## config.mk

```make
export PLATFORM = sky130hd
export DESIGN_NAME = uart_rx_fifo_with_break_detect
export DESIGN_NICKNAME = d
export VERILOG_FILES = /design/src/hw/rtl/urxf_pkg.sv /design/src/hw/rtl/urxf_ram.sv /design/src/hw/rtl/urxf_ctrl.sv /design/src/hw/rtl/urxf_dpath.sv /design/src/hw/rtl/uart_rx_fifo_with_break_detect.sv
export SDC_FILE = /design/constraint.sdc
export NUM_CORES = 1
export LEC_CHECK = 0
export ABC_AREA = 1
export BUFFER_PORTS_ARGS = -buffer_cell sky130_fd_sc_hd__clkbuf_2
export CAP_MARGIN = 20
export CORE_UTILIZATION = 50
export CTS_BUF_LIST = sky130_fd_sc_hd__clkbuf_8
export DETAILED_ROUTE_END_ITERATION = 8
export MAX_ROUTING_LAYER = met4
export PLACE_DENSITY = 0.7
export SETUP_SLACK_MARGIN = 0.02
export SYNTH_ARGS = -nofsm -noshare
export SYNTH_HDL_FRONTEND = slang
export SYNTH_SLANG_ARGS = --single-unit
```

## constraint.sdc

```tcl
create_clock -name i_clk -period 3.6 [get_ports i_clk]
set_input_delay 0.36 -clock i_clk [delete_from_list [all_inputs] [get_ports i_clk]]
set_output_delay 0.36 -clock i_clk [all_outputs]
set_load 0.05 [all_outputs]
```

## src/hw/rtl/urxf_pkg.sv

```systemverilog
// ----------------------------------------------------------------------------
// urxf_pkg
// Shared constants, codes and control types of the receive FIFO with
// escape detection.
// ----------------------------------------------------------------------------
package urxf_pkg;

    localparam int BUF_DEPTH = 64;
    localparam int PTR_W     = (BUF_DEPTH > 1) ? $clog2(BUF_DEPTH) : 1;
    localparam int CNT_W     = $clog2(BUF_DEPTH + 1);

    localparam logic [7:0] ESCAPE_BYTE = 8'd17;

    // input item kinds
    localparam logic [1:0] KIND_TICK   = 2'd0;
    localparam logic [1:0] KIND_SINGLE = 2'd1;
    localparam logic [1:0] KIND_STRING = 2'd2;

    // configuration register indexes
    localparam logic REG_TIMER_MASK = 1'b0;
    localparam logic REG_IRQ_MASK   = 1'b1;

    typedef enum logic [2:0] {
        S_IDLE  = 3'b001,
        S_FETCH = 3'b010,
        S_OUT   = 3'b100
    } t_state;

    // controller to datapath
    typedef struct packed {
        logic tick;       // process a tick item and load its result
        logic empty;      // load a result without data
        logic start_run;  // latch run length of a read
        logic pop;        // issue a store read and advance the read side
        logic load_pop;   // load a result from the store read data
    } t_cmd;

    // datapath to controller
    typedef struct packed {
        logic run_zero;   // current read item delivers no byte
        logic more;       // bytes of the current run still to pop
    } t_stat;

endpackage

```

## src/hw/rtl/urxf_ram.sv

```systemverilog
// ----------------------------------------------------------------------------
// urxf_ram
// Generic single-write, single-read RAM with registered read data.
// ----------------------------------------------------------------------------
module urxf_ram #(
    parameter int WIDTH = 8,
    parameter int DEPTH = 64,
    parameter int ADDR_W = (DEPTH > 1) ? $clog2(DEPTH) : 1
) (
    input  logic              i_clk,
    input  logic              i_we,
    input  logic [ADDR_W-1:0] i_waddr,
    input  logic [WIDTH-1:0]  i_wdata,
    input  logic              i_re,
    input  logic [ADDR_W-1:0] i_raddr,
    output logic [WIDTH-1:0]  o_rdata
);

    logic [WIDTH-1:0] r_mem [DEPTH];
    logic [WIDTH-1:0] r_rdata;

    // write port
    always_ff @(posedge i_clk) begin
        if (i_we) begin
            r_mem[i_waddr] <= i_wdata;
        end
    end

    // registered read port
    always_ff @(posedge i_clk) begin
        if (i_re) begin
            r_rdata <= r_mem[i_raddr];
        end
    end

    assign o_rdata = r_rdata;

endmodule

```

## src/hw/rtl/urxf_ctrl.sv

```systemverilog
// ----------------------------------------------------------------------------
// urxf_ctrl
// Sequencer: accepts one item, steps the store reads of a run and holds
// each result until it is taken.
// ----------------------------------------------------------------------------
module urxf_ctrl (
    input  logic          i_clk,
    input  logic          i_rst_n,
    input  logic          i_in_valid,
    output logic          o_in_ready,
    input  logic [1:0]    i_kind,
    output logic          o_out_valid,
    input  logic          i_out_ready,
    input  urxf_pkg::t_stat i_stat,
    output urxf_pkg::t_cmd  o_cmd
);
    import urxf_pkg::*;

    t_state r_state, n_state;
    logic   w_accept;

    assign w_accept = i_in_valid && (r_state == S_IDLE);

    // next state and commands
    always_comb begin
        n_state = r_state;
        o_cmd   = '0;
        case (r_state)
            S_IDLE: begin
                if (w_accept) begin
                    if (i_kind == KIND_TICK) begin
                        o_cmd.tick = 1'b1;
                        n_state    = S_OUT;
                    end else if (i_stat.run_zero) begin
                        o_cmd.empty = 1'b1;
                        n_state     = S_OUT;
                    end else begin
                        o_cmd.start_run = 1'b1;
                        o_cmd.pop       = 1'b1;
                        n_state         = S_FETCH;
                    end
                end
            end
            S_FETCH: begin
                o_cmd.load_pop = 1'b1;
                n_state        = S_OUT;
            end
            S_OUT: begin
                if (i_out_ready) begin
                    if (i_stat.more) begin
                        o_cmd.pop = 1'b1;
                        n_state   = S_FETCH;
                    end else begin
                        n_state = S_IDLE;
                    end
                end
            end
            default: begin
                n_state = S_IDLE;
            end
        endcase
    end

    // state register
    always_ff @(posedge i_clk) begin
        if (!i_rst_n) begin
            r_state <= S_IDLE;
        end else begin
            r_state <= n_state;
        end
    end

    assign o_in_ready  = (r_state == S_IDLE);
    assign o_out_valid = (r_state == S_OUT);

    // a fetched byte always turns into a shown result next cycle
    a_fetch_to_out: assert property (@(posedge i_clk) disable iff (!i_rst_n)
        (r_state == S_FETCH) |=> (r_state == S_OUT))
        else $error("fetch not followed by result");

    // a pop comes only from acceptance or after a taken result
    a_pop_source: assert property (@(posedge i_clk) disable iff (!i_rst_n)
        o_cmd.pop |-> (w_accept || (o_out_valid && i_out_ready)))
        else $error("pop without handshake");

    // a result that is shown but not taken stays shown
    a_out_hold: assert property (@(posedge i_clk) disable iff (!i_rst_n)
        (o_out_valid && !i_out_ready) |=> o_out_valid)
        else $error("result withdrawn");

endmodule

```

## src/hw/rtl/urxf_dpath.sv

```systemverilog
// ----------------------------------------------------------------------------
// urxf_dpath
// Datapath: store, pointers, fill count, escape memory, run counters and
// the result register.
// ----------------------------------------------------------------------------
module urxf_dpath (
    input  logic          i_clk,
    input  logic          i_rst_n,
    input  urxf_pkg::t_cmd  i_cmd,
    output urxf_pkg::t_stat o_stat,
    input  logic [1:0]    i_kind,
    input  logic          i_rx_present,
    input  logic [7:0]    i_rx_byte,
    input  logic [7:0]    i_request_count,
    input  logic          i_timer_mask,
    input  logic          i_irq_mask,
    output logic [7:0]    o_data_byte,
    output logic          o_data_valid,
    output logic          o_last,
    output logic [6:0]    o_returned_count,
    output logic          o_irq_event,
    output logic          o_nmi_event,
    output logic          o_byte_dropped,
    output logic [6:0]    o_fill_level
);
    import urxf_pkg::*;

    logic [PTR_W-1:0] r_wp, r_rp;
    logic [CNT_W-1:0] r_count;
    logic [7:0]       r_prev;
    logic [CNT_W-1:0] r_total, r_remaining;

    logic [7:0]       r_data_byte;
    logic             r_data_valid, r_last, r_irq, r_nmi, r_drop;
    logic [6:0]       r_returned, r_fill;

    logic [7:0]       w_rdata;
    logic             w_escape, w_push, w_full;
    logic [CNT_W-1:0] w_run_len;
    logic [7:0]       w_count8;

    // tick decode
    assign w_escape = i_rx_present && (r_prev == ESCAPE_BYTE) && (i_rx_byte == ESCAPE_BYTE);
    assign w_full   = (r_count == CNT_W'(BUF_DEPTH));
    assign w_push   = i_cmd.tick && i_rx_present && !w_escape && !w_full;

    // run length of a read item
    assign w_count8 = 8'(r_count);
    always_comb begin
        case (i_kind)
            KIND_SINGLE: w_run_len = (r_count != '0) ? CNT_W'(1) : '0;
            KIND_STRING: w_run_len = (i_request_count < w_count8) ?
                                     CNT_W'(i_request_count) : r_count;
            default:     w_run_len = '0;
        endcase
    end

    assign o_stat.run_zero = (w_run_len == '0);
    assign o_stat.more     = (r_remaining != '0);

    urxf_ram #(.WIDTH(8), .DEPTH(BUF_DEPTH), .ADDR_W(PTR_W)) u_ram (
        .i_clk   (i_clk),
        .i_we    (w_push),
        .i_waddr (r_wp),
        .i_wdata (i_rx_byte),
        .i_re    (i_cmd.pop),
        .i_raddr (r_rp),
        .o_rdata (w_rdata)
    );

    // pointers, fill count and escape memory
    always_ff @(posedge i_clk) begin
        if (!i_rst_n) begin
            r_wp    <= '0;
            r_rp    <= '0;
            r_count <= '0;
            r_prev  <= '0;
        end else begin
            if (i_cmd.tick && i_rx_present) begin
                r_prev <= w_escape ? 8'd0 : i_rx_byte;
            end
            if (w_push) begin
                r_wp    <= (r_wp == PTR_W'(BUF_DEPTH - 1)) ? '0 : r_wp + 1'b1;
                r_count <= r_count + 1'b1;
            end
            if (i_cmd.pop) begin
                r_rp    <= (r_rp == PTR_W'(BUF_DEPTH - 1)) ? '0 : r_rp + 1'b1;
                r_count <= r_count - 1'b1;
            end
        end
    end

    // run counters
    always_ff @(posedge i_clk) begin
        if (!i_rst_n) begin
            r_total     <= '0;
            r_remaining <= '0;
        end else if (i_cmd.start_run) begin
            r_total     <= w_run_len;
            r_remaining <= w_run_len - 1'b1;
        end else if (i_cmd.pop) begin
            r_remaining <= r_remaining - 1'b1;
        end
    end

    // result register
    always_ff @(posedge i_clk) begin
        if (i_cmd.tick) begin
            r_data_byte  <= 8'd0;
            r_data_valid <= 1'b0;
            r_last       <= 1'b1;
            r_returned   <= 7'd0;
            r_irq        <= !w_escape && !i_timer_mask && !i_irq_mask;
            r_nmi        <= w_escape;
            r_drop       <= i_rx_present && !w_escape && w_full;
            r_fill       <= 7'(r_count) + 7'(w_push);
        end else if (i_cmd.empty) begin
            r_data_byte  <= 8'd0;
            r_data_valid <= 1'b0;
            r_last       <= 1'b1;
            r_returned   <= 7'd0;
            r_irq        <= 1'b0;
            r_nmi        <= 1'b0;
            r_drop       <= 1'b0;
            r_fill       <= 7'(r_count);
        end else if (i_cmd.load_pop) begin
            r_data_byte  <= w_rdata;
            r_data_valid <= 1'b1;
            r_last       <= (r_remaining == '0);
            r_returned   <= 7'(r_total);
            r_irq        <= 1'b0;
            r_nmi        <= 1'b0;
            r_drop       <= 1'b0;
            r_fill       <= 7'(r_count);
        end
    end

    assign o_data_byte      = r_data_byte;
    assign o_data_valid     = r_data_valid;
    assign o_last           = r_last;
    assign o_returned_count = r_returned;
    assign o_irq_event      = r_irq;
    assign o_nmi_event      = r_nmi;
    assign o_byte_dropped   = r_drop;
    assign o_fill_level     = r_fill;

    // fill count stays within the store
    a_fill_range: assert property (@(posedge i_clk) disable iff (!i_rst_n)
        r_count <= CNT_W'(BUF_DEPTH))
        else $error("fill count beyond depth");

    // never pop an empty store
    a_no_underflow: assert property (@(posedge i_clk) disable iff (!i_rst_n)
        i_cmd.pop |-> (r_count != '0))
        else $error("pop from empty store");

    // push and pop never meet in one cycle
    a_push_pop: assert property (@(posedge i_clk) disable iff (!i_rst_n)
        !(w_push && i_cmd.pop))
        else $error("push and pop together");

endmodule

```

## src/hw/rtl/uart_rx_fifo_with_break_detect.sv

```systemverilog
// ----------------------------------------------------------------------------
// uart_rx_fifo_with_break_detect
// Receive FIFO with double-escape NMI detection, periodic IRQ event and
// non-blocking single and string reads.
//
//   channel  direction  handshake                 payload
//   input    in         i_in_valid / o_in_ready   i_kind, i_rx_present,
//                                                 i_rx_byte, i_request_count
//   output   out        o_out_valid / i_out_ready o_data_byte .. o_fill_level
//   config   in         APB psel/penable/pwrite   paddr[2:0], pwdata[31:0]
//
// A tick or an empty read is accepted and then loaded into the result register.
// In a string read each byte goes through the registered read port of the
// store and then the result register.
// One item is in work at a time; a stalled result holds the sequencer.
// Synchronous active-low reset clears pointers, fill count and escape memory;
// the store needs no clearing pass.
// ----------------------------------------------------------------------------
module uart_rx_fifo_with_break_detect (
    input  logic        i_clk,
    input  logic        i_rst_n,
    // input items
    input  logic        i_in_valid,
    output logic        o_in_ready,
    input  logic [1:0]  i_kind,
    input  logic        i_rx_present,
    input  logic [7:0]  i_rx_byte,
    input  logic [7:0]  i_request_count,
    // result items
    output logic        o_out_valid,
    input  logic        i_out_ready,
    output logic [7:0]  o_data_byte,
    output logic        o_data_valid,
    output logic        o_last,
    output logic [6:0]  o_returned_count,
    output logic        o_irq_event,
    output logic        o_nmi_event,
    output logic        o_byte_dropped,
    output logic [6:0]  o_fill_level,
    // configuration
    input  logic        psel,
    input  logic        penable,
    input  logic        pwrite,
    input  logic [2:0]  paddr,
    input  logic [31:0] pwdata,
    output logic [31:0] prdata,
    output logic        pready
);
    import urxf_pkg::*;

    t_cmd  w_cmd;
    t_stat w_stat;
    logic  r_timer_mask, r_irq_mask;
    logic  w_reg_sel;

    // configuration registers, word index in paddr[2]
    assign pready    = 1'b1;
    assign w_reg_sel = paddr[2];

    always_ff @(posedge i_clk) begin
        if (!i_rst_n) begin
            r_timer_mask <= 1'b1;
            r_irq_mask   <= 1'b0;
        end else if (psel && penable && pwrite) begin
            if (w_reg_sel == REG_TIMER_MASK) begin
                r_timer_mask <= pwdata[0];
            end else begin
                r_irq_mask <= pwdata[0];
            end
        end
    end

    assign prdata = {31'd0, (w_reg_sel == REG_IRQ_MASK) ? r_irq_mask : r_timer_mask};

    urxf_ctrl u_ctrl (
        .i_clk       (i_clk),
        .i_rst_n     (i_rst_n),
        .i_in_valid  (i_in_valid),
        .o_in_ready  (o_in_ready),
        .i_kind      (i_kind),
        .o_out_valid (o_out_valid),
        .i_out_ready (i_out_ready),
        .i_stat      (w_stat),
        .o_cmd       (w_cmd)
    );

    urxf_dpath u_dpath (
        .i_clk            (i_clk),
        .i_rst_n          (i_rst_n),
        .i_cmd            (w_cmd),
        .o_stat           (w_stat),
        .i_kind           (i_kind),
        .i_rx_present     (i_rx_present),
        .i_rx_byte        (i_rx_byte),
        .i_request_count  (i_request_count),
        .i_timer_mask     (r_timer_mask),
        .i_irq_mask       (r_irq_mask),
        .o_data_byte      (o_data_byte),
        .o_data_valid     (o_data_valid),
        .o_last           (o_last),
        .o_returned_count (o_returned_count),
        .o_irq_event      (o_irq_event),
        .o_nmi_event      (o_nmi_event),
        .o_byte_dropped   (o_byte_dropped),
        .o_fill_level     (o_fill_level)
    );

endmodule

```

==> reports/metrics.yaml, run 1 <==
antenna_found_initial: 2
critPathRequiredTime_ns: 3.89
multiInputGateArea_mm2: 0.00632
crit_family: "simple AND/OR/NAND/NOR gates"
via_count: 16500
final_cell_mix: "edfxtp_1 (530), nor2_1 (327), o21ai_0 (284), nand2_1 (177), clkbuf_8 (102)"
crit_type: "register to register"
clk_pin_slew_worst_paths_ns: 0.06
grt_pass1_vias: 15800
rsz0062_at_grt: "no"
cp_max_fo: 8
max_slew_margin_pct: 34.4
io_buffers: 57
start_kind: "register"
cp_common_cell: "inv_2"
cts_setup_buffers: 0
r2r_end: "u_dpath.u_ram.r_mem[34][1]"
power_density_mw_per_mm2: 539
drcViolationCount: 0
path_cells: "nor3_2 > inv_2 > nor2_4 > inv_2 > nor2_8 > inv_4 > nor2_8 > nand2_2 > nor2_2 > inv_2 > nor2_1 > nand3_1 > buf_4 > nor2_1"
die_h_um: 222
reg2reg_from: "u_ctrl.r_state[2]"
wl_per_cell_um: 21.5
grt_pass1_wl_mm: 90.8
reg2reg_depth: 14
grt_usage_pct: 25.1
tns_ns: 0
place_area_mm2: 0.0253
clockBufferDepth: 3
max_freq_mhz: 298
finClkSkew_ns: 0.0382
p_leak_uw: 0.00939
finalInstanceArea_mm2: 0.0272
cap_violations: 0
slew_violations: 0
die_w_um: 222
worstSetupEndpoint: "u_dpath.u_ram.r_mem[34][1]"
io_pins: 123
dp_hpwl_mm: 35.6
start_util_pct: 50.8
ys_types: 49
setup_viol: 0
path_depth: 14
cp-end-kind: "register"
rrSetupSlack_ns: 0.25
core_area_mm2: 0.0477
drive_above_1_share_pct: 13.5
clock-root-buffer: "clkbuf_8"
cp_num_buf_inv: 5
synth_warnings: 0
utilization_pct: 57.1
synth.avg_cell_area_um2: 12.0
drt_iter0_markers: 1715
cts_tree: "built"
ys.flop_type: "edfxtp_1"
place_inst: 2637
row_count: 80
clk_latency_ns: 0.70
hold_depth: 4
htreeDepth: 3
netlist_instances: 2021
place.gp.congestion: 0.885
antenna_left: 0
crit_path_start: "u_ctrl.r_state[2]"
slowest_stage: "nor2_1"
fin_nets: 2205
tightest_slew_ns: 0.980
die-area_mm2: 0.0494
synth_edf_count: 530
area_growth_pct: 12.4
final-hold-violation-count: 0
grt_overflow_total: 0
ys_ff_latch: 593
vdd_ir_drop_max_mv: 0.245
via_per_inst: 5.87
grt_max_degree: 130
cts.sinks: 593
cp_slowest_stage_delay_ns: 0.65
fillers: 3844
async_reset_ff_share_pct: 0
seq_area_frac_synth_pct: 70.8
worstPathArrival_ns: 3.65
syn_area_mm2: 0.0242
numCtsBuffers: 94
seqCellArea_mm2: 0.0172
fin_crit_sh_pct: 93.2
wl_mm: 60.5
final_cell_count_no_fill: 2817
fin_crit_ns: 3.35
min_path_type: "input pin to register"
drt_pass1_iterations: 7
layout_commonest_cell: "edfxtp_1"
outcome: "finished clean"
worst min path at each step:
| stage | end | from | slack (ns) |
|---|---|---|---|
| after floorplan | u_dpath.r_total[0] | u_dpath.r_total[0] | 0.44 |
| after global placement | u_dpath.o_returned_count[1] | u_dpath.o_returned_count[1] | 0.45 |
| after detailed placement | u_dpath.o_returned_count[3] | u_dpath.o_returned_count[3] | 0.45 |
| after CTS | r_timer_mask | penable | 0.02 |
| after global routing | r_timer_mask | penable | 0.11 |
| final | r_timer_mask | penable | 0.07 |
per-layer routing:
metal | wire length, um | track usage, % | up-vias
met5 | 0 | - | -
met4 | 1690 | 9.59 | 0
met3 | 5710 | 5.99 | 133
met2 | 29100 | 39.4 | 761
met1 | 24000 | 31.6 | 8091
li1 | - | - | 7562
Yosys cell counts, drive strengths merged (9+ instances only):
cell,count,area share (%)
a21oi,68,1.4
a31oi,14,0.36
buf,40,1.1
clkbuf,109,1.7
dfxtp,63,5.2
edfxtp,530,66
ha,19,0.98
inv,73,1.1
nand2,181,2.8
nand3,72,1.6
nand4,16,0.41
nor2,351,5.7
nor3,15,0.40
o211ai,14,0.43
o21ai,288,5.9
o221ai,51,1.8
o22ai,77,2.0
xor2,9,0.33
report_power, final:
part	total, uW	internal, uW	switching [uW]	leakage [uW]
combinational	1630	440	1190	0.00306
sequential	7630	7570	56.1	0.00528
clock	5420	2780	2640	0.00105
worst reg2reg max path, cell delays in order (launching register included):
cell	delay [ns]
dfxtp_1	0.34
nor3_2	0.26
inv_2	0.09
nor2_4	0.17
inv_2	0.09
nor2_8	0.15
inv_4	0.08
nor2_8	0.14
nand2_2	0.09
nor2_2	0.17
inv_2	0.15
nor2_1	0.23
nand3_1	0.13
buf_4	0.20
nor2_1	0.66
per-stage QoR:
step                hold WS (ns)  setup WS [ns]  power, uW
floorplan                  0.440          0.100       8830
global placement           0.447         0.0897       9320
detailed placement         0.452       -0.00665       9360
CTS                       0.0195         0.0880      14700
global route               0.115         0.0135      15200
finish                    0.0713          0.246      14700
sequential cells by signal, summed over array words and instances, names as in the netlist, 6 cells and up:
signal,count
u_dpath.r_wp,6
u_dpath.o_fill_level,7
u_dpath.r_count,7
u_dpath.o_data_byte,8
u_dpath.u_ram.o_rdata,8
u_dpath.r_total,7
u_dpath.r_rp,6
u_dpath.u_ram.r_mem,512
u_dpath.r_prev,8
u_dpath.o_returned_count,7
u_dpath.r_remaining,7
logic make-up (layout without fill, tap and decap cells):
| family | count (synthesis) | count (layout) | synth area share [%] |
|---|---|---|---|
| flops | 593 | 593 | 70.8 |
| xor+xnor | 9 | 9 | 0.325 |
| compound gates | 524 | 524 | 12.4 |
| other cells | 2 | 34 | 0.0310 |
| simple gates | 650 | 650 | 11.3 |
| fa+ha+maj | 20 | 20 | 1.06 |
| buf+inv | 223 | 372 | 3.98 |
timing repair:
action,4_1_cts,5_1_grt
endpoints found under the hold margin,4,0
gates resized for setup,2,27
hold buffers,6,0
gates cloned,0,0
setup endpoints to repair,1,117
pin swaps,0,2
final cells by class:
type	count	area share [%]
Clock buffer	102	5.15
Inverter	74	1.05
Clock inverter	70	1.41
Multi-Input combinational cell	1235	23.2
Sequential cell	593	63.1
Antenna cell	2	0.0184
Tap cell	615	2.82
Timing Repair Buffer	126	3.28
No activity file was read; power rests on OpenSTA's default activity.
==> inputs of run 2 (changes only) <==
- GPL_TIMING_DRIVEN: unset -> 0
==> reports/metrics.yaml, run 2 (same netlist as run 1, synthesis figures left out) <==
clock-root-buffer: "clkbuf_8"
worstHoldEndpoint: "r_irq_mask"
drcViolationCount: 0
cts.sinks: 593
grt_pass1_wl_mm: 113
fin_crit_ns: 3.84
row_count: 80
place_area_mm2: 0.0256
vdd_ir_drop_max_mv: 0.313
crit_type: "register to register"
cp_max_fo: 10
hold_depth: 5
power_density_mw_per_mm2: 543
cts_tree: "built"
reg2reg_depth: 13
start_kind: "register"
die_w_um: 222
max_freq_mhz: 260
top_register: "u_dpath.u_ram.r_mem"
setup_viol: 184
drt_iter0_markers: 3188
worstPathArrival_ns: 4.16
grt_overflow_total: 0
finClkSkew_ns: 0.0262
clockBufferDepth: 3
final-hold-violation-count: 0
hp-start: "penable"
outcome: "finished, violations left"
layout_setup_ws_ns: -0.241
p_int_uw: 11000
reg2reg_from: "u_ctrl.r_state[2]"
slew_violations: 0
critPathRequiredTime_ns: 3.92
die-area_mm2: 0.0494
pre_cts_slack_ns: -0.700
grt_usage_pct: 33.1
cp-end-kind: "register"
fin_nets: 2316
start_util_pct: 50.8
hold_slack_ns: 0.0870
rrSetupSlack_ns: -0.24
p_leak_uw: 0.00962
switching_share_pct: 28.2
numCtsBuffers: 95
clockPowerShare_pct: 36.5
grt_max_degree: 43
cap_violations: 0
crit_path_start: "u_ctrl.r_state[2]"
min_path_type: "input pin to register"
violations: "negative setup slack"
drt_pass1_iterations: 8
grt_pass1_vias: 17100
rsz0062_at_grt: "yes"
area_growth_pct: 16.1
r2r_end: "u_dpath.u_ram.r_mem[10][2]"
die_h_um: 222
wl_mm: 80.2
seq_power_share_pct: 49.9
via_per_inst: 6.35
drive_above_1_share_pct: 16.3
tightest_slew_ns: 1.25
antenna_left: 0
final_cell_mix: "edfxtp_1 (530), nor2_1 (287), o21ai_0 (284), nand2_1 (176), clkbuf_8 (102)"
place.gp.congestion: 1.05
antenna_found_initial: 3
io_buffers: 57
max_slew_margin_pct: 16.7
fin_crit_sh_pct: 107
clk_latency_ns: 0.71
layout_commonest_cell: "edfxtp_1"
clk_pin_slew_worst_paths_ns: 0.06
p_comb_share_pct: 13.7
switching_power_uw: 4310
largest_reg_flops: 512
wl_per_cell_um: 27.4
via_count: 18600
htreeDepth: 3
dp_hpwl_mm: 52.1
io_pins: 123
finalInstanceArea_mm2: 0.0281
core_area_mm2: 0.0477
## run 2: final cells by class
| class | count | area [um2] |
|---|---|---|
| inverter | 74 | 280 |
| tap | 615 | 769 |
| timing repair buffer | 87 | 647 |
| sequential | 593 | 17200 |
| clock inverter | 68 | 389 |
| multi-input combinational | 1235 | 6720 |
| antenna | 1 | 2.50 |
| fill | 3828 | 19600 |
| buffer | 149 | 733 |
| clock buffer | 102 | 1400 |
## run 2: per-layer routing
layer,global-route usage [%],up-vias,share of wire (%)
li1,-,7783,-
met1,43.7,8922,36
met3,8.67,286,15
met5,-,-,0
met4,15.5,0,5.0
met2,48.0,1576,44
## run 2: stage by stage
stage	utilization (%)	setup TNS [ns]	cells	power, uW
after CTS	58.0	-43.70	2911	15100
after global placement	53.2	-274.42	2723	9600
after global routing	58.9	-41.85	2924	15600
after detailed placement	53.6	-148.39	2733	9650
final	58.9	-15.71	2924	15300
after floorplan	-	0	2051	8830
## run 2: repair_timing
| item | CTS | global route |
|---|---|---|
| hold buffers | 6 | 0 |
| endpoints found under the setup margin | 425 | 407 |
| gates resized for setup | 73 | 98 |
| endpoints found under the hold margin | 4 | 0 |
| buffers inserted | 2 | 11 |
| cloned | 0 | 1 |
| pin swaps | 2 | 12 |
## run 2: worst max-delay path: stages, from the launching register on
cell and delay, ns:
dfxtp_1 0.34, nor3_2 0.24, inv_2 0.09, nor2_4 0.20, inv_2 0.10, nor2_8 0.15, inv_4 0.08, nor2_8 0.14
nand2_2 0.09, nor2_2 0.15, inv_2 0.14, nor2_1 0.42, nand3_2 0.65, nor2_2 0.66
## run 2: worst max-delay path by stage
stage / to / slack (ns) / cells after the start
after global placement: u_dpath.u_ram.r_mem[15][2] / -0.85 / 11
after CTS: u_dpath.u_ram.r_mem[24][3] / -0.26 / 13
final: u_dpath.u_ram.r_mem[10][2] / -0.24 / 13
after floorplan: u_dpath.r_count[6] / 0.10 / 25
after global routing: u_dpath.u_ram.r_mem[10][3] / -0.35 / 13
after detailed placement: u_dpath.r_count[6] / -0.70 / 24
## run 2: power by group through the flow
| stage | Combinational (uW) | Clock [uW] | Sequential [uW] |
|---|---|---|---|
| floorplan | 994 | 0 | 7830 |
| global placement | 1840 | 0 | 7760 |
| detailed placement | 1890 | 0 | 7760 |
| CTS | 1930 | 5560 | 7620 |
| global route | 2160 | 5830 | 7620 |
| finish | 2090 | 5570 | 7620 |
